$ cat config.mk
export PLATFORM = sky130hd
export DESIGN_NAME = password_lock_controller_unit
export DESIGN_NICKNAME = d
export VERILOG_FILES = /design/src/design/plc_pkg.sv /design/src/design/plc_core.sv /design/src/design/plc_result_fifo.sv /design/src/design/password_lock_controller_unit.sv
export VERILOG_INCLUDE_DIRS = /design/src /design/src/design
export SDC_FILE = /design/constraint.sdc
export NUM_CORES = 1
export LEC_CHECK = 0
export BUFFER_PORTS_ARGS = -buffer_cell sky130_fd_sc_hd__buf_2
export CAP_MARGIN = 20
export CORE_MARGIN = 2
export CORE_UTILIZATION = 45
export DETAILED_ROUTE_END_ITERATION = 16
export REMOVE_ABC_BUFFERS = 1
export SYNTH_ARGS = -nofsm -noshare
export SYNTH_HDL_FRONTEND = slang
export SYNTH_SLANG_ARGS = --single-unit
$ cat constraint.sdc
create_clock -name clk -period 5.2 [get_ports clk]
set_clock_uncertainty 0.2 [all_clocks]
set_input_delay 1.04 -clock clk [delete_from_list [all_inputs] [get_ports clk]]
set_output_delay 1.04 -clock clk [all_outputs]
set_load 0.02 [all_outputs]
$ cat src/design/password_lock_controller_unit_macros.svh
// Assertion macros for the password lock controller.
// Included by the top level; no other dependencies.
`ifndef PASSWORD_LOCK_CONTROLLER_UNIT_MACROS_SVH
`define PASSWORD_LOCK_CONTROLLER_UNIT_MACROS_SVH

`ifndef SYNTHESIS
`define PLC_ASSERT_IMPLY(label, clk, rst_n, ante, cons) \
	label: assert property (@(posedge clk) disable iff (!(rst_n)) (ante) |-> (cons)) \
		else $error("implication check failed");
`define PLC_ASSERT_NEXT(label, clk, rst_n, ante, cons) \
	label: assert property (@(posedge clk) disable iff (!(rst_n)) (ante) |=> (cons)) \
		else $error("next-cycle check failed");
`else
`define PLC_ASSERT_IMPLY(label, clk, rst_n, ante, cons)
`define PLC_ASSERT_NEXT(label, clk, rst_n, ante, cons)
`endif

`endif

$ cat src/design/plc_pkg.sv
// Shared types, constants and helpers for the password lock controller.
// No dependencies; used by every module of the block.
package plc_pkg;

	localparam int PASSWORD_LEN = 5;
	localparam int IDX_W = (PASSWORD_LEN > 1) ? $clog2(PASSWORD_LEN) : 1;
	localparam int FIFO_DEPTH = 4;
	localparam int FIFO_PTR_W = $clog2(FIFO_DEPTH);
	localparam int FIFO_CNT_W = $clog2(FIFO_DEPTH + 1);

	localparam logic ITEM_BYTE = 1'b0;
	localparam logic ITEM_TICK = 1'b1;

	localparam logic [1:0] MOTOR_STOP = 2'd0;
	localparam logic [1:0] MOTOR_CW = 2'd1;
	localparam logic [1:0] MOTOR_CCW = 2'd2;

	typedef enum logic [3:0] {
		PH_SETUP_A,
		PH_SETUP_B,
		PH_IDLE,
		PH_OPEN_PW,
		PH_CHG_OLD,
		PH_CHG_NEW_A,
		PH_CHG_NEW_B,
		PH_RUN_CW,
		PH_RUN_HOLD,
		PH_RUN_CCW,
		PH_ALARM
	} phase_t;

	typedef enum logic [2:0] {
		REG_MAX_FAILURES,
		REG_UNLOCK_TICKS,
		REG_HOLD_TICKS,
		REG_LOCK_TICKS,
		REG_ALARM_TICKS,
		REG_OPEN_CODE,
		REG_CHANGE_CODE
	} cfg_reg_t;

	typedef struct packed {
		logic       func;
		logic [7:0] data;
	} in_item_t;

	typedef struct packed {
		logic       has_reply;
		logic [7:0] reply;
		logic [1:0] motor_drive;
		logic       buzzer;
		logic       last;
	} out_item_t;

	typedef struct packed {
		logic [2:0] max_failures;
		logic [7:0] unlock_ticks;
		logic [7:0] hold_ticks;
		logic [7:0] lock_ticks;
		logic [7:0] alarm_ticks;
		logic [7:0] open_code;
		logic [7:0] change_code;
	} cfg_t;

	// One processed item: one or two result words.
	typedef struct packed {
		logic      two;
		out_item_t r0;
		out_item_t r1;
	} res_pair_t;

	typedef struct packed {
		phase_t phase;
		logic   busy;
	} core_stat_t;

	// Entering a timed phase with a zero duration falls through to the next one.
	function automatic phase_t enter_phase(phase_t p, cfg_t c);
		phase_t r;
		r = p;
		if (r == PH_RUN_CW && c.unlock_ticks == 8'd0) r = PH_RUN_HOLD;
		if (r == PH_RUN_HOLD && c.hold_ticks == 8'd0) r = PH_RUN_CCW;
		if (r == PH_RUN_CCW && c.lock_ticks == 8'd0) r = PH_IDLE;
		if (r == PH_ALARM && c.alarm_ticks == 8'd0) r = PH_IDLE;
		return r;
	endfunction

	function automatic logic is_timed(phase_t p);
		return (p == PH_RUN_CW) || (p == PH_RUN_HOLD) || (p == PH_RUN_CCW) || (p == PH_ALARM);
	endfunction

endpackage

$ cat src/design/plc_core.sv
// Lock controller state: phases, password stores, failure and tick counters.
// Depends on plc_pkg. Produces one result pair per processed item.
module plc_core import plc_pkg::*; (
	input  logic       clk,
	input  logic       arst_n,
	input  logic       step,
	input  in_item_t   item,
	input  cfg_t       cfg,
	output res_pair_t  res,
	output core_stat_t stat
);

	phase_t           phase_q, phase_d;
	logic [IDX_W-1:0] idx_q, idx_d;
	logic [2:0]       fail_q, fail_d;
	logic [7:0]       tick_q, tick_d;
	logic [7:0]       first_q [PASSWORD_LEN];
	logic [7:0]       second_q [PASSWORD_LEN];
	logic [7:0]       stored_q [PASSWORD_LEN];
	logic [7:0]       first_new [PASSWORD_LEN];
	logic [7:0]       second_new [PASSWORD_LEN];
	logic             full, match_stored, match_pair;
	logic             wr_first, wr_second, copy_stored;
	logic [2:0]       fail_inc;
	logic             alarm_hit;
	logic [7:0]       tick_inc, limit;
	phase_t           tick_next;
	logic             is_byte;

	assign is_byte = (item.func == ITEM_BYTE);
	assign full = (idx_q == IDX_W'(PASSWORD_LEN - 1));
	assign fail_inc = fail_q + 3'd1;
	assign alarm_hit = (fail_inc >= cfg.max_failures);
	assign tick_inc = tick_q + 8'd1;

	// Compare against the buffers as they will be once this byte is stored.
	always_comb begin
		match_stored = 1'b1;
		match_pair = 1'b1;
		for (int i = 0; i < PASSWORD_LEN; i++) begin
			first_new[i] = (idx_q == IDX_W'(i)) ? item.data : first_q[i];
			second_new[i] = (idx_q == IDX_W'(i)) ? item.data : second_q[i];
		end
		for (int i = 0; i < PASSWORD_LEN; i++) begin
			if (first_new[i] != stored_q[i]) match_stored = 1'b0;
			if (first_q[i] != second_new[i]) match_pair = 1'b0;
		end
	end

	always_comb begin
		limit = 8'd0;
		tick_next = PH_IDLE;
		case (phase_q)
			PH_RUN_CW: begin
				limit = cfg.unlock_ticks;
				tick_next = PH_RUN_HOLD;
			end
			PH_RUN_HOLD: begin
				limit = cfg.hold_ticks;
				tick_next = PH_RUN_CCW;
			end
			PH_RUN_CCW: begin
				limit = cfg.lock_ticks;
				tick_next = PH_IDLE;
			end
			PH_ALARM: begin
				limit = cfg.alarm_ticks;
				tick_next = PH_IDLE;
			end
			default: begin
				limit = 8'd0;
				tick_next = PH_IDLE;
			end
		endcase
	end

	// Next state.
	always_comb begin
		phase_d = phase_q;
		idx_d = idx_q;
		fail_d = fail_q;
		tick_d = tick_q;
		wr_first = 1'b0;
		wr_second = 1'b0;
		copy_stored = 1'b0;
		if (!is_byte) begin
			if (is_timed(phase_q)) begin
				if (tick_inc >= limit) begin
					phase_d = enter_phase(tick_next, cfg);
					tick_d = 8'd0;
				end else begin
					tick_d = tick_inc;
				end
			end
		end else begin
			case (phase_q)
				PH_SETUP_A, PH_CHG_NEW_A: begin
					wr_first = 1'b1;
					idx_d = full ? '0 : idx_q + 1'b1;
					if (full) phase_d = (phase_q == PH_SETUP_A) ? PH_SETUP_B : PH_CHG_NEW_B;
				end
				PH_SETUP_B, PH_CHG_NEW_B: begin
					wr_second = 1'b1;
					idx_d = full ? '0 : idx_q + 1'b1;
					if (full) begin
						copy_stored = match_pair;
						if (phase_q == PH_CHG_NEW_B || match_pair) phase_d = PH_IDLE;
						else phase_d = PH_SETUP_A;
					end
				end
				PH_IDLE: begin
					idx_d = '0;
					if (item.data == cfg.open_code) phase_d = PH_OPEN_PW;
					else if (item.data == cfg.change_code) phase_d = PH_CHG_OLD;
				end
				PH_OPEN_PW, PH_CHG_OLD: begin
					wr_first = 1'b1;
					idx_d = full ? '0 : idx_q + 1'b1;
					if (full) begin
						if (match_stored) begin
							fail_d = 3'd0;
							if (phase_q == PH_OPEN_PW) begin
								phase_d = enter_phase(PH_RUN_CW, cfg);
								tick_d = 8'd0;
							end else begin
								phase_d = PH_CHG_NEW_A;
							end
						end else begin
							tick_d = 8'd0;
							if (alarm_hit) begin
								fail_d = 3'd0;
								phase_d = enter_phase(PH_ALARM, cfg);
							end else begin
								fail_d = fail_inc;
								phase_d = PH_IDLE;
							end
						end
					end
				end
				default: begin
					phase_d = phase_q;
				end
			endcase
		end
	end

	// Result words; motor and buzzer show the state after this item.
	always_comb begin
		out_item_t base;
		base.has_reply = 1'b0;
		base.reply = 8'd0;
		base.motor_drive = (phase_d == PH_RUN_CW) ? MOTOR_CW :
			(phase_d == PH_RUN_CCW) ? MOTOR_CCW : MOTOR_STOP;
		base.buzzer = (phase_d == PH_ALARM);
		base.last = 1'b1;
		res.two = 1'b0;
		res.r0 = base;
		res.r1 = base;
		if (is_byte && full) begin
			case (phase_q)
				PH_SETUP_B, PH_CHG_NEW_B: begin
					res.r0.has_reply = 1'b1;
					res.r0.reply = {7'd0, match_pair};
				end
				PH_OPEN_PW, PH_CHG_OLD: begin
					res.r0.has_reply = 1'b1;
					res.r0.reply = {7'd0, match_stored};
					if (!match_stored) begin
						res.two = 1'b1;
						res.r0.last = 1'b0;
						res.r1.has_reply = 1'b1;
						res.r1.reply = {5'd0, fail_inc};
					end
				end
				default: begin
					res.two = 1'b0;
				end
			endcase
		end
	end

	assign stat.phase = phase_q;
	assign stat.busy = is_timed(phase_q);

	always_ff @(posedge clk or negedge arst_n) begin
		if (!arst_n) begin
			phase_q <= PH_SETUP_A;
			idx_q <= '0;
			fail_q <= 3'd0;
			tick_q <= 8'd0;
		end else if (step) begin
			phase_q <= phase_d;
			idx_q <= idx_d;
			fail_q <= fail_d;
			tick_q <= tick_d;
		end
	end

	always_ff @(posedge clk) begin
		if (step) begin
			if (wr_first) first_q[idx_q] <= item.data;
			if (wr_second) second_q[idx_q] <= item.data;
			if (copy_stored) begin
				for (int i = 0; i < PASSWORD_LEN; i++) begin
					stored_q[i] <= first_q[i];
				end
			end
		end
	end

endmodule

$ cat src/design/plc_result_fifo.sv
// Result queue: takes one or two words per item, hands out one per ready cycle.
// Depends on plc_pkg.
module plc_result_fifo import plc_pkg::*; (
	input  logic      clk,
	input  logic      arst_n,
	input  logic      push,
	input  res_pair_t res,
	output logic      room,
	output logic      out_valid,
	input  logic      out_ready,
	output out_item_t out_item
);

	out_item_t             mem_q [FIFO_DEPTH];
	logic [FIFO_PTR_W-1:0] wr_q, rd_q;
	logic [FIFO_CNT_W-1:0] cnt_q;
	logic                  pop;
	logic [FIFO_CNT_W-1:0] n_push;

	assign out_valid = (cnt_q != '0);
	assign out_item = mem_q[rd_q];
	assign pop = out_valid && out_ready;
	// Room for the worst case of two words from one item.
	assign room = (cnt_q <= FIFO_CNT_W'(FIFO_DEPTH - 2));
	assign n_push = push ? (res.two ? FIFO_CNT_W'(2) : FIFO_CNT_W'(1)) : '0;

	always_ff @(posedge clk or negedge arst_n) begin
		if (!arst_n) begin
			wr_q <= '0;
			rd_q <= '0;
			cnt_q <= '0;
		end else begin
			wr_q <= wr_q + n_push[FIFO_PTR_W-1:0];
			if (pop) rd_q <= rd_q + 1'b1;
			cnt_q <= cnt_q + n_push - FIFO_CNT_W'(pop);
		end
	end

	always_ff @(posedge clk) begin
		if (push) begin
			mem_q[wr_q] <= res.r0;
			if (res.two) mem_q[wr_q + 1'b1] <= res.r1;
		end
	end

endmodule

$ cat src/design/password_lock_controller_unit.sv
// Password lock controller: input register, state core and result queue.
// Depends on plc_pkg, plc_core, plc_result_fifo and the assertion macro header.
//
// Use: link bytes and one-second ticks enter on in_valid/in_ready as one word each
// (func 0 = byte, func 1 = tick). Every word yields one or two result words on
// out_valid/out_ready; a wrong password gives the match flag and then the failure
// count, the last word of each input carrying last = 1. The user must write
// registers on cfg_valid/cfg_ready (always ready) while the block is idle; unchecked.
// Path: an accepted word waits in the input register until the queue has room,
// then the core processes it and its results are written into the queue and offered.
// Throughput: one input word per cycle while the queue has room; a two-word result
// is handed out as two separate output words.
// A four-word result queue decouples the sides: the input stage accepts while
// results wait, and stalls only once the queue cannot take another two words.
// Reset: set-up phase waiting for the first password, counters cleared, all
// registers at their reset values; the password stores need no clearing.
module password_lock_controller_unit import plc_pkg::*; (
	input  logic       clk,
	input  logic       arst_n,
	input  logic       in_valid,
	output logic       in_ready,
	input  in_item_t   in_item,
	output logic       out_valid,
	input  logic       out_ready,
	output out_item_t  out_item,
	input  logic       cfg_valid,
	output logic       cfg_ready,
	input  logic [2:0] cfg_index,
	input  logic [7:0] cfg_data
);

`include "password_lock_controller_unit_macros.svh"

	logic       valid_s1;
	in_item_t   item_s1;
	cfg_t       cfg_q;
	logic       room, step;
	res_pair_t  res;
	core_stat_t stat;

	assign cfg_ready = 1'b1;
	assign step = valid_s1 && room;
	assign in_ready = !valid_s1 || step;

	always_ff @(posedge clk or negedge arst_n) begin
		if (!arst_n) begin
			valid_s1 <= 1'b0;
		end else if (in_ready) begin
			valid_s1 <= in_valid;
		end
	end

	always_ff @(posedge clk) begin
		if (in_ready && in_valid) item_s1 <= in_item;
	end

	always_ff @(posedge clk or negedge arst_n) begin
		if (!arst_n) begin
			cfg_q.max_failures <= 3'd3;
			cfg_q.unlock_ticks <= 8'd15;
			cfg_q.hold_ticks <= 8'd3;
			cfg_q.lock_ticks <= 8'd15;
			cfg_q.alarm_ticks <= 8'd60;
			cfg_q.open_code <= 8'd43;
			cfg_q.change_code <= 8'd45;
		end else if (cfg_valid && cfg_ready) begin
			case (cfg_reg_t'(cfg_index))
				REG_MAX_FAILURES: cfg_q.max_failures <= cfg_data[2:0];
				REG_UNLOCK_TICKS: cfg_q.unlock_ticks <= cfg_data;
				REG_HOLD_TICKS: cfg_q.hold_ticks <= cfg_data;
				REG_LOCK_TICKS: cfg_q.lock_ticks <= cfg_data;
				REG_ALARM_TICKS: cfg_q.alarm_ticks <= cfg_data;
				REG_OPEN_CODE: cfg_q.open_code <= cfg_data;
				REG_CHANGE_CODE: cfg_q.change_code <= cfg_data;
				default: cfg_q <= cfg_q;
			endcase
		end
	end

	plc_core u_core (
		.clk    (clk),
		.arst_n (arst_n),
		.step   (step),
		.item   (item_s1),
		.cfg    (cfg_q),
		.res    (res),
		.stat   (stat)
	);

	plc_result_fifo u_fifo (
		.clk       (clk),
		.arst_n    (arst_n),
		.push      (step),
		.res       (res),
		.room      (room),
		.out_valid (out_valid),
		.out_ready (out_ready),
		.out_item  (out_item)
	);

	// The motor and the buzzer never run together.
	`PLC_ASSERT_IMPLY(a_motor_buzzer_excl, clk, arst_n, out_valid && out_item.buzzer, out_item.motor_drive == MOTOR_STOP)
	// A word without a reply carries a zero reply byte.
	`PLC_ASSERT_IMPLY(a_no_reply_zero, clk, arst_n, out_valid && !out_item.has_reply, out_item.reply == 8'd0)
	// Bytes that arrive during a motor or buzzer run leave the phase alone.
	`PLC_ASSERT_NEXT(a_run_ignores_bytes, clk, arst_n, step && item_s1.func == ITEM_BYTE && stat.busy, stat.phase == $past(stat.phase))

endmodule
==> summary.md, run 1 <==
| Metric | Value |
|---|---|
| Req. time, crit path | `about 5.4 ns` |
| Largest net degree at the start of global routing | `78` |
| CTS buffer count | `27` |
| Netlist cell types | `84` |
| Yosys top cell area share | `0.3789` |
| Postcts setup bufs | `0` |
| Final worst-path setup slack | `about 0.51 ns` |
| Filler instances | `between 2000 and 2500` |
| Gpl congestion | `approximately 1` |
| Worst relative slew slack | `0.2516` |
| Via count | `approximately 8600` |
| Critical path, cell by cell | `inv_1 > ha_1 > nor2b_1 > buf_4 > mux2i_1 > o2bb2ai_1 > nor4_1 > nand4b_1 > nor2_1 > nor2_1 > nor2_1 > ha_1 > inv_1 > fa_1 > xor2_1 > xnor2_1` |
| Final period util | `0.9010` |
| Die area | `roughly 29000 sq um` |
| Hold slack | `between 0.2 and 0.3 ns` |
| Synth Instances | `1031` |
| Sequential cell area | `slightly below 7000 sq um` |
| CTS Sinks | `roughly 240` |
| Buf+Inv Stages, Crit Path | `3` |
| NumNets Final | `about 1100` |
| ANT cells | `0` |
| CTS tree | `built` |
| Max-slew violations | `0` |
| Synthesis-to-finish area growth | `11.35%` |
| Total Routing Usage GR | `0.2239` |
| Post-synth EDFFs | `~160` |
| Grt ovf | `0` |
| Most frequent cell after synthesis | `edfxtp_1` |
| Prevailing post-synth register cell | `edfxtp_1` |
| Switch Pwr | `between 2 and 2.5 mW` |
| CP delay by family, top | `simple AND/OR/NAND/NOR gates` |
| RSZ-0062 raised after global routing | `no` |
| Initial Utilization | `0.4604` |
| Per-cell routed wire length | `~22 um` |
| DRC errors left | `0` |
| CP Class | `flip-flop to flip-flop` |
| Commonest cells in the netlist | `edfxtp_1, nand2_1, dfrtp_1` |
| Number of synthesized register bits | `~240` |
| Core area | `27030 sq um` |
| Post-cts hold buffer count | `0` |
| Synth area leader | `edfxtp_1` |
| Routed vias/inst | `around 6.0` |
| Fmax | `0.2134 GHz` |
| Crit path DAT | `~4.9 ns` |
| DIE WIDTH | `roughly 170 um` |
| Initial antenna violation count | `0` |
| H-tree depth | `1` |
| Clock group share of total power | `0.290` |
| Clock Tree Root | `clkbuf_16` |
| Setup_tns | `0 ns` |
| Pint | `roughly 4.2 mW` |
| Min-delay worst type | `flip-flop to flip-flop` |
| Async SR Flop Fraction | `0.3235` |
| Row cnt | `60` |
| Reg-to-reg startpoint | `u_core.idx_q[0]` |
| IO Port Bufs | `34` |
| Status | `finished clean` |
| Comb pwr share | `0.289` |
| Synthesized area per cell | `12.07 sq um` |
| Clk_lat worst skew | `roughly 0.54 ns` |
| Ports | `41` |
| Cell mode on critical path | `nor2_1` |
| Synth area leaders | `edfxtp_1, dfrtp_1, dfstp_2` |
| Pwr Total | `~6.3 mW` |
| Setup violators final | `0` |
| HP Start | `u_fifo.mem_q[2][0]` |
| Final Hold Fails | `0` |
| Max cap viols | `0` |
| DRT antenna net count | `0` |
| Worst setup path start | `u_core.idx_q[0]` |
| Vias in the first global route | `8353` |
| Min cycle time layout | `4.685 ns` |
| Register area share after synthesis | `0.5426` |
| Die height | `approximately 170 um` |
| Synth warn | `0` |
| Worst-Margin Slew | `between 1 and 1.5 ns` |
| HPWL after DPL | `about 22 mm` |
| DRT Pass-1 Iters | `6` |
| CTS resizes | `0` |
| Max VDD drop | `0.3405 mV` |
| Worst-path clk slew | `0.06 ns` |
| First-pass GRT wire length | `between 40 and 50 mm` |
| Routed wire length | `between 30 and 40 mm` |
| Ratio of cells with drive above 1 in the final layout | `0.1872` |
| Power per cell area | `about 460 nW/um^2` |
| Seq pwr share | `0.422` |
| CTS max path bufs | `3` |
| Worst Path Max Fanout | `11` |
| Startpoint type of the worst setup path | `flip-flop` |
| Switch share | `0.3421` |
| Multi-input combinational cell area | `approximately 5200 sq um` |
| Slowest-stage cell, CP | `nor2b_1` |
| Dpl ws | `about 0.59 ns` |
| Max incr delay on CP | `roughly 0.8 ns` |
| Pleak | `between 5 and 6 nW` |
| CP Capture Type | `flip-flop` |
| Initial DRC Count | `784` |
| Post-synthesis cell area | `roughly 12000 sq um` |
==> per-layer routing <==
layer	global-route usage	vias up	wire (um)
li1	-	3950	-
met1	0.3362	4189	14760
met2	0.3287	358	13730
met3	0.04349	55	2523
met4	0.06577	0	763
met5	0	-	0
==> cell type report <==
cell class                      instances  area share
Clock inverter                          8    0.005599
Multi-Input combinational cell        688      0.3758
Clock buffer                           41     0.05690
Sequential cell                       238      0.4873
Tap cell                              341     0.03080
Timing Repair Buffer                   62     0.02926
Inverter                               53     0.01436
==> metrics by stage <==
| step | std cells | utilization | area, sq um |
|---|---|---|---|
| 2_1_floorplan | 979 | - | 12140 |
| 3_3_place_gp | 1381 | 0.4804 | 12980 |
| 3_5_place_dp | 1381 | 0.4804 | 12980 |
| 4_1_cts | 1430 | 0.5125 | 13850 |
| 5_1_grt | 1431 | 0.5126 | 13850 |
| 6_report | 1431 | 0.5126 | 13850 |
==> power groups by stage <==
stage               sequential, mW  clock, mW  combinational [mW]
detailed placement            2.71          0                1.81
floorplan                     2.63          0                1.23
CTS                           2.67       1.88                1.82
finish                        2.67       1.84                1.83
global route                  2.72       1.95                1.99
global placement              2.70          0                1.80
==> cell families (layout without fill, tap and decap cells) <==
group | after synthesis | count (layout) | share of synthesized area
and+or+nand+nor | 278 | 278 | 0.1225
DFF | 238 | 238 | 0.5426
AOI/OAI and AO/OA | 200 | 200 | 0.1182
buffers and inverters | 109 | 164 | 0.04183
muxes | 99 | 99 | 0.09282
xor gates and xnor gates | 82 | 82 | 0.05772
adders and majority gates | 23 | 23 | 0.02373
other | 2 | 6 | 0.0006036
==> worst paths after layout <==
check                                      to  slack (ns)  cells past startpoint
setup / recovery              u_fifo.cnt_q[2]        0.51                     16
hold / removal             u_fifo.mem_q[2][0]        0.26                      1
setup reg to reg              u_fifo.cnt_q[2]        0.51                     16
hold reg to reg            u_fifo.mem_q[2][0]        0.26                      1
max in group asynchronous           cfg_q[15]        3.70                      1
min in group asynchronous    u_core.tick_q[1]        0.48                      1
==> flip-flops by register name, summed over array words and instances (netlist names), 4 cells and up <==
| register | count |
|---|---|
| cfg_q | 51 |
| u_core.tick_q | 8 |
| item_s1 | 9 |
| u_core.phase_q | 4 |
| u_core.first_q | 40 |
| u_fifo.mem_q | 32 |
| u_core.second_q | 40 |
| u_core.stored_q | 40 |
==> layout by cell type, fill, tap and decap left out, types with 8 or more instances in the layout <==
master / count
nor2_1: 49
o21ai_0: 30
nand3_1: 20
clkbuf_16: 27
dfrtp_1: 53
nand2_1: 56
a22o_1: 8
a22oi_1: 9
o31ai_1: 8
xor2_1: 45
mux2i_1: 40
a21oi_1: 30
o211ai_1: 9
mux4_2: 8
nor4_1: 26
nor3_1: 17
xnor2_1: 37
ha_1: 22
clkbuf_1: 8
and2_1: 10
mux2_2: 51
buf_4: 26
o2bb2ai_1: 10
o2111ai_1: 10
buf_2: 34
edfxtp_1: 157
inv_1: 52
and3_1: 8
nand2b_1: 20
nor2b_1: 21
dfstp_2: 24
a221oi_1: 11
Power figures use the tool's default switching activity.
==> run 2: changes to the inputs <==
- CORE_UTILIZATION: 45 -> 60
- PLACE_DENSITY: default -> 0.77
- RECOVER_POWER: default -> 100
==> run 2 against run 1 <==
The flow now finishes with violations (capacitance limit, slew limit). Hold slack better by 0.0068 ns. Clock-buffer cell count is 10 lower. Largest power group unchanged. Maximum frequency shrank 3.1%. Clock power decreased by 4%. Core utilization up 15 points. Die area shrank 24%.
==> summary.md, run 2 (synthesized netlist as in run 1, its figures left out) <==
| Metric | Value |
|---|---|
| Status | `complete, but fails checks` |
| Failing checks | `capacitance limit, slew limit` |
| Via count | `8593 (+0.48%)` |
| Ratio of cells with drive above 1 in the final layout | `0.1473 (-0.03983)` |
| Clock Tree Root | `clkbuf_16` |
| Critical path, cell by cell | `ha_1 > ha_1 > clkbuf_1 > mux2i_1 > xnor2_1 > a21oi_1 > o2111ai_1 > nand4b_1 > o211a_1 > a211oi_1 > nor4_4 > and2_1` |
| Initial antenna violation count | `0 (unchanged)` |
| CP Capture Type | `flip-flop` |
| Max incr delay on CP | `0.82 ns (+0.02 ns)` |
| Vias in the first global route | `8251 (-1.2%)` |
| Gpl congestion | `0.9797 (+0.52%)` |
| Hold depth | `1 (unchanged)` |
| Initial Utilization | `0.6129 (+0.1525)` |
| Row cnt | `52 (-13%)` |
| RR Endpoint | `u_fifo.mem_q[2][2]` |
| DRT antenna net count | `0 (unchanged)` |
| CP Class | `flip-flop to flip-flop` |
| CP delay by family, top | `compound AO/OA/AOI/OAI gates` |
| DRT Pass-1 Iters | `6 (unchanged)` |
| Total Routing Usage GR | `0.2739 (+0.05002)` |
| DRC errors left | `0 (unchanged)` |
| Per-cell routed wire length | `21.91 um (-1.3%)` |
| Reg2reg path depth | `12 (-4)` |
| Setup violators final | `0 (unchanged)` |
| ANT cells | `0 (unchanged)` |
| Power per cell area | `459.6 nW/um^2 (+0.40%)` |
| Multi-input combinational cell area | `5166 sq um (-0.77%)` |
| Filler instances | `1556 (-34%)` |
| Internal reg-to-reg setup slack | `0.36 ns (-0.15 ns)` |
| Reg-to-reg startpoint | `u_core.idx_q[0]` |
| Startpoint type of the worst setup path | `flip-flop` |
| Final period util | `0.9300 (+0.02900)` |
| Final Hold Fails | `0 (unchanged)` |
| Die height | `148 um (-13%)` |
| Core area | `20300 sq um (-25%)` |
| Worst Path Max Fanout | `10 (-1)` |
| First-pass GRT wire length | `46.59 mm (-6.4%)` |
| Fmax | `0.2068 GHz (-3.1%)` |
| HP Start | `u_fifo.mem_q[1][0]` |
| CTS buffer count | `25 (-7.4%)` |
| DIE WIDTH | `148 um (-13%)` |
| Most common cell after layout, fill and taps aside | `edfxtp_1` |
| Worst-path clk slew | `0.07 ns (about the same)` |
| Hold Path End | `u_fifo.mem_q[1][0]` |
| Clk_lat worst skew | `0.53 ns (about the same)` |
| H-tree depth | `1 (unchanged)` |
| Post-cts hold buffer count | `0 (unchanged)` |
| Commonest non-fill, non-tap cells in the layout | `edfxtp_1, nand2_1, dfrtp_1, inv_1, mux2_2` |
| Cell mode on critical path | `ha_1` |
| Grt ovf | `0 (unchanged)` |
| Setup_tns | `0 ns (unchanged)` |
| Synthesis-to-finish area growth | `8.920%` |
| Final core utilization | `0.6676 (+0.1550)` |
| Slowest-stage cell, CP | `a211oi_1` |
| Initial DRC Count | `905 (+15%)` |
| Clock group share of total power | `0.285 (-0.005)` |
| Min cycle time layout | `4.836 ns (+0.1508 ns)` |
| Max VDD drop | `0.3516 mV (+3.3%)` |
| Seq pwr share | `0.426 (+0.004)` |
| Ports | `41 (unchanged)` |
| Pint | `4.087 mW (-2.0%)` |
| Routed vias/inst | `6.337 (+6.0%)` |
| Max-slew violations | `78 (+78)` |
| CTS max path bufs | `3 (unchanged)` |
| CTS resizes | `0 (unchanged)` |
| IO Port Bufs | `34 (unchanged)` |
| Buf+Inv Stages, Crit Path | `1 (-2)` |
| Pleak | `4.958 nW (-2.9%)` |
| Largest net degree at the start of global routing | `78 (unchanged)` |
| Crit path DAT | `4.92 ns (+0.02 ns)` |
| Switch Pwr | `2.141 mW (-1.3%)` |
| Postcts setup bufs | `0 (unchanged)` |
| HPWL after DPL | `20.97 mm (-6.6%)` |
| Switch share | `0.3437 (+0.001688)` |
| CTS tree | `built` |
| Min-delay worst type | `flip-flop to flip-flop` |
| Largest register by flop count | `cfg_q` |
| Req. time, crit path | `5.28 ns (-0.13 ns)` |
| Sequential cell area | `6751 sq um (unchanged)` |
| RSZ-0062 raised after global routing | `no` |
| NumNets Final | `1115 (-0.27%)` |
| Largest register FFs | `51 (unchanged)` |
| Worst relative slew slack | `-0.2452 (-0.4968)` |
| Max cap viols | `1 (+1)` |
| CTS Sinks | `238 (unchanged)` |
| Comb pwr share | `0.289 (about the same)` |
| Worst-Margin Slew | `1.868 ns (+0.7451 ns)` |
| Die area | `21900 sq um (-24%)` |
| Routed wire length | `29.71 mm (-6.5%)` |
-- run 2: cell count changes in the layout (fill, tap and decap cells not counted), sizes merged --
cell / previous run / this run
inv: 53 / 55
clkinv: 6 / 9
buf: 62 / 29
clkbuf: 41 / 63
bufinv: 1 / 3
-- run 2: area by class of cell --
type | instances | share of cell area
sequential | 238 | 0.4982
timing repair buffer | 61 | 0.02133
inverter | 53 | 0.01468
tap | 270 | 0.02493
multi-input combinational | 688 | 0.3812
clock inverter | 15 | 0.01182
clock buffer | 31 | 0.04783
-- run 2: stage by stage --
stage                     instance area (sq um)  worst slack [ns]  total power, mW  hold WS (ns)  std cells
after global placement                    12870            0.6618            4.457        0.2456       1310
after CTS                                 13680            0.5152            6.270        0.2747       1356
after global routing                      13550            0.1100            6.519        0.3096       1356
final                                     13550            0.3638            6.228        0.2694       1356
after floorplan                           12140            0.7932            3.862        0.2354        979
after detailed placement                  12870            0.5803            4.502        0.2596       1310
-- run 2: worst max path at each step --
stage	from	endpoint	slack [ns]	cells past startpoint
2_1_floorplan	u_core.idx_q[2]	u_core.stored_q[0][0]	0.79	9
3_3_place_gp	u_core.idx_q[0]	u_fifo.cnt_q[2]	0.66	15
3_5_place_dp	u_core.idx_q[0]	u_fifo.cnt_q[2]	0.58	15
4_1_cts	u_core.idx_q[0]	u_fifo.cnt_q[2]	0.52	15
5_1_grt	u_core.idx_q[0]	u_fifo.mem_q[2][3]	0.11	12
6_report	u_core.idx_q[0]	u_fifo.mem_q[2][2]	0.36	12
-- run 2: worst register-to-register path, cell delays in order (launching register included) --
cell and delay (ns):
dfrtp_1 0.52, ha_1 0.22, ha_1 0.52, clkbuf_1 0.47
mux2i_1 0.31, xnor2_1 0.12, a21oi_1 0.13, o2111ai_1 0.13
nand4b_1 0.43, o211a_1 0.35, a211oi_1 0.82, nor4_4 0.14
and2_1 0.22
-- run 2: power groups by stage --
stage / Combinational, mW / Clock, mW / Sequential (mW)
global route: 1.96 / 1.87 / 2.69
detailed placement: 1.81 / 0 / 2.69
floorplan: 1.23 / 0 / 2.63
CTS: 1.83 / 1.79 / 2.65
global placement: 1.79 / 0 / 2.67
finish: 1.80 / 1.77 / 2.65
-- run 2: routing by layer --
layer | wire length [um] | part of all wire | GRT usage
met5 | 0 | 0 | 0
met4 | 675 | 0.023 | 0.06905
met3 | 2832 | 0.095 | 0.04568
met2 | 13180 | 0.44 | 0.4162
met1 | 13030 | 0.44 | 0.4148
==> run 3: changes to the inputs <==
- SETUP_SLACK_MARGIN: default -> 0.5
==> run 3 against run 2 <==
Sequential power about the same. Critical endpoint is now u_fifo.cnt_q[2]. The flow still finishes with violations (capacitance limit, slew limit). Highest routed layer unchanged. Largest cell class unchanged. Hold slack better by 0.00078 ns. Critical path type unchanged. Via count up 0.59%. Design area up 0.43%. Sequential share of layout area down 0.21 points. Total power up 0.29%. Flip-flop and latch count unchanged. Routed wire length up 0.48%.
==> summary.md, run 3 (synthesized netlist as in run 1, its figures left out) <==
| Metric | Value |
|---|---|
| Total Routing Usage GR | `0.2739 (unchanged)` |
| Pwr Total | `6.246 mW (+0.29%)` |
| Routed vias/inst | `6.361 (+0.37%)` |
| Req. time, crit path | `5.41 ns (+0.13 ns)` |
| Ports | `41 (unchanged)` |
| Worst-Margin Slew | `1.909 ns (+0.04154 ns)` |
| Worst-path clk slew | `0.06 ns (about the same)` |
| Commonest non-fill, non-tap cells in the layout | `edfxtp_1, nand2_1, dfrtp_1, inv_1, mux2_2` |
| Filler instances | `1556 (unchanged)` |
| CTS Sinks | `238 (unchanged)` |
| Largest net degree at the start of global routing | `78 (unchanged)` |
| Max cap viols | `1 (unchanged)` |
| Largest register FFs | `51 (unchanged)` |
| Worst relative slew slack | `-0.2729 (-0.02770)` |
| Setup_tns | `0 ns (unchanged)` |
| Per-cell routed wire length | `21.97 um (+0.26%)` |
| CTS max path bufs | `3 (unchanged)` |
| Final period util | `0.9072 (-0.02289)` |
| Core area | `20300 sq um (unchanged)` |
| Clock Tree Root | `clkbuf_16` |
| RR Endpoint | `u_fifo.cnt_q[2]` |
| CTS tree | `built` |
| Max-slew violations | `78 (unchanged)` |
| Die area | `21900 sq um (unchanged)` |
| Power per cell area | `459.0 nW/um^2 (-0.14%)` |
| Most common cell after layout, fill and taps aside | `edfxtp_1` |
| Die height | `148 um (unchanged)` |
| Final core utilization | `0.6704 (+0.002836)` |
| Status | `complete, but fails checks` |
| H-tree depth | `1 (unchanged)` |
| Grt ovf | `0 (unchanged)` |
| Failing checks | `capacitance limit, slew limit` |
| IO Port Bufs | `34 (unchanged)` |
| Synthesis-to-finish area growth | `9.383%` |
| Min-delay worst type | `flip-flop to flip-flop` |
| Clk_lat worst skew | `0.53 ns (about the same)` |
| First-pass GRT wire length | `46.59 mm (unchanged)` |
| Ratio of cells with drive above 1 in the final layout | `0.1570 (+0.009695)` |
| Via count | `8644 (+0.59%)` |
| Setup violators final | `0 (unchanged)` |
| Largest register by flop count | `cfg_q` |
| Internal reg-to-reg setup slack | `0.48 ns (+0.12 ns)` |
| Final Hold Fails | `0 (unchanged)` |
| NumNets Final | `1118 (+0.27%)` |
| Crit path DAT | `4.93 ns (about the same)` |
| Initial antenna violation count | `0 (unchanged)` |
| Worst setup path start | `u_core.idx_q[0]` |
| ANT cells | `0 (unchanged)` |
| Worst Path Max Fanout | `25 (+15)` |
| Reg-to-reg startpoint | `u_core.idx_q[0]` |
| CP Class | `flip-flop to flip-flop` |
| Pleak | `4.976 nW (+0.36%)` |
| Startpoint type of the worst setup path | `flip-flop` |
| CP Capture Type | `flip-flop` |
| Worst setup path endpoint | `u_fifo.cnt_q[2]` |
| DIE WIDTH | `148 um (unchanged)` |
| RSZ-0062 raised after global routing | `yes` |
| Vias in the first global route | `8251 (unchanged)` |
| Fmax | `0.2120 GHz (+2.5%)` |
| Initial DRC Count | `931 (+2.9%)` |
| HPWL after DPL | `20.97 mm (unchanged)` |
| DRT Pass-1 Iters | `6 (unchanged)` |
| CTS buffer count | `25 (unchanged)` |
| Min cycle time layout | `4.717 ns (-0.1190 ns)` |
| Routed wire length | `29.85 mm (+0.48%)` |
| Max VDD drop | `0.3537 mV (+0.58%)` |
| DRC errors left | `0 (unchanged)` |
| Initial Utilization | `0.6129 (unchanged)` |
| DRT antenna net count | `0 (unchanged)` |
| Reg2reg path depth | `15 (+3)` |
| Gpl congestion | `0.9797 (unchanged)` |
| Row cnt | `52 (unchanged)` |
## run 3: worst min path at each step
stage | slack [ns] | startpoint | to | cells after the start
after CTS | 0.27 | u_fifo.mem_q[1][0] | u_fifo.mem_q[1][0] | 1
after detailed placement | 0.26 | u_fifo.mem_q[1][0] | u_fifo.mem_q[1][0] | 1
final | 0.27 | u_fifo.mem_q[1][0] | u_fifo.mem_q[1][0] | 1
after global placement | 0.25 | u_fifo.mem_q[2][0] | u_fifo.mem_q[2][0] | 1
after global routing | 0.31 | u_fifo.mem_q[1][0] | u_fifo.mem_q[1][0] | 1
after floorplan | 0.24 | u_fifo.mem_q[1][0] | u_fifo.mem_q[1][0] | 1
## run 3: repair_timing
| item | in CTS | in global routing |
|---|---|---|
| setup buffers | 0 | 3 |
| hold buffers | 0 | 0 |
| endpoints found under the hold margin | 0 | 0 |
| gates resized for setup | 0 | 6 |
| endpoints found under the setup margin | 0 | 16 |
## run 3: stage by stage
| step | setup WS (ns) | instance area, sq um | hold slack [ns] | instances |
|---|---|---|---|---|
| floorplan | 0.7932 | 12140 | 0.2354 | 979 |
| global placement | 0.6618 | 12870 | 0.2456 | 1310 |
| detailed placement | 0.5803 | 12870 | 0.2596 | 1310 |
| CTS | 0.5152 | 13680 | 0.2747 | 1356 |
| global route | 0.2999 | 13610 | 0.3096 | 1359 |
| finish | 0.4828 | 13610 | 0.2701 | 1359 |
## run 3: per-layer routing
layer / vias to the layer above / GRT usage / share of wire
met5: - / 0 / 0
met4: 0 / 0.06905 / 0.024
met3: 58 / 0.04568 / 0.094
met2: 425 / 0.4162 / 0.44
met1: 4218 / 0.4148 / 0.44
li1: 3943 / - / -
## run 3: critical path: stages (launching register included)
cell	delay, ns
dfrtp_1	0.49
inv_1	0.17
ha_1	0.24
clkbuf_1	0.31
nand2_4	0.27
a21oi_1	0.40
o2bb2ai_1	0.12
nor4_1	0.42
nand4b_1	0.35
clkbuf_4	0.24
o21ba_1	0.28
inv_1	0.13
ha_1	0.25
fa_1	0.44
xor2_1	0.16
xnor2_1	0.13
## run 3: final cells by class
| cell class | count | area (sq um) | share of cell area |
|---|---|---|---|
| clock inverters | 15 | 160.2 | 0.01177 |
| repair buffers | 64 | 311.5 | 0.02289 |
| flip-flops and latches | 238 | 6751 | 0.4961 |
| well taps | 270 | 337.8 | 0.02482 |
| clock buffers | 31 | 648.1 | 0.04762 |
| multi-input cells | 688 | 5201 | 0.3822 |
| inverters | 53 | 198.9 | 0.01462 |
## run 3: where the power goes
part           leakage (nW)  total [mW]  internal (mW)  switching (mW)
combinational          2.21        1.82          0.713            1.11
sequential             2.38        2.65           2.35           0.305
clock                 0.395        1.77           1.04           0.733
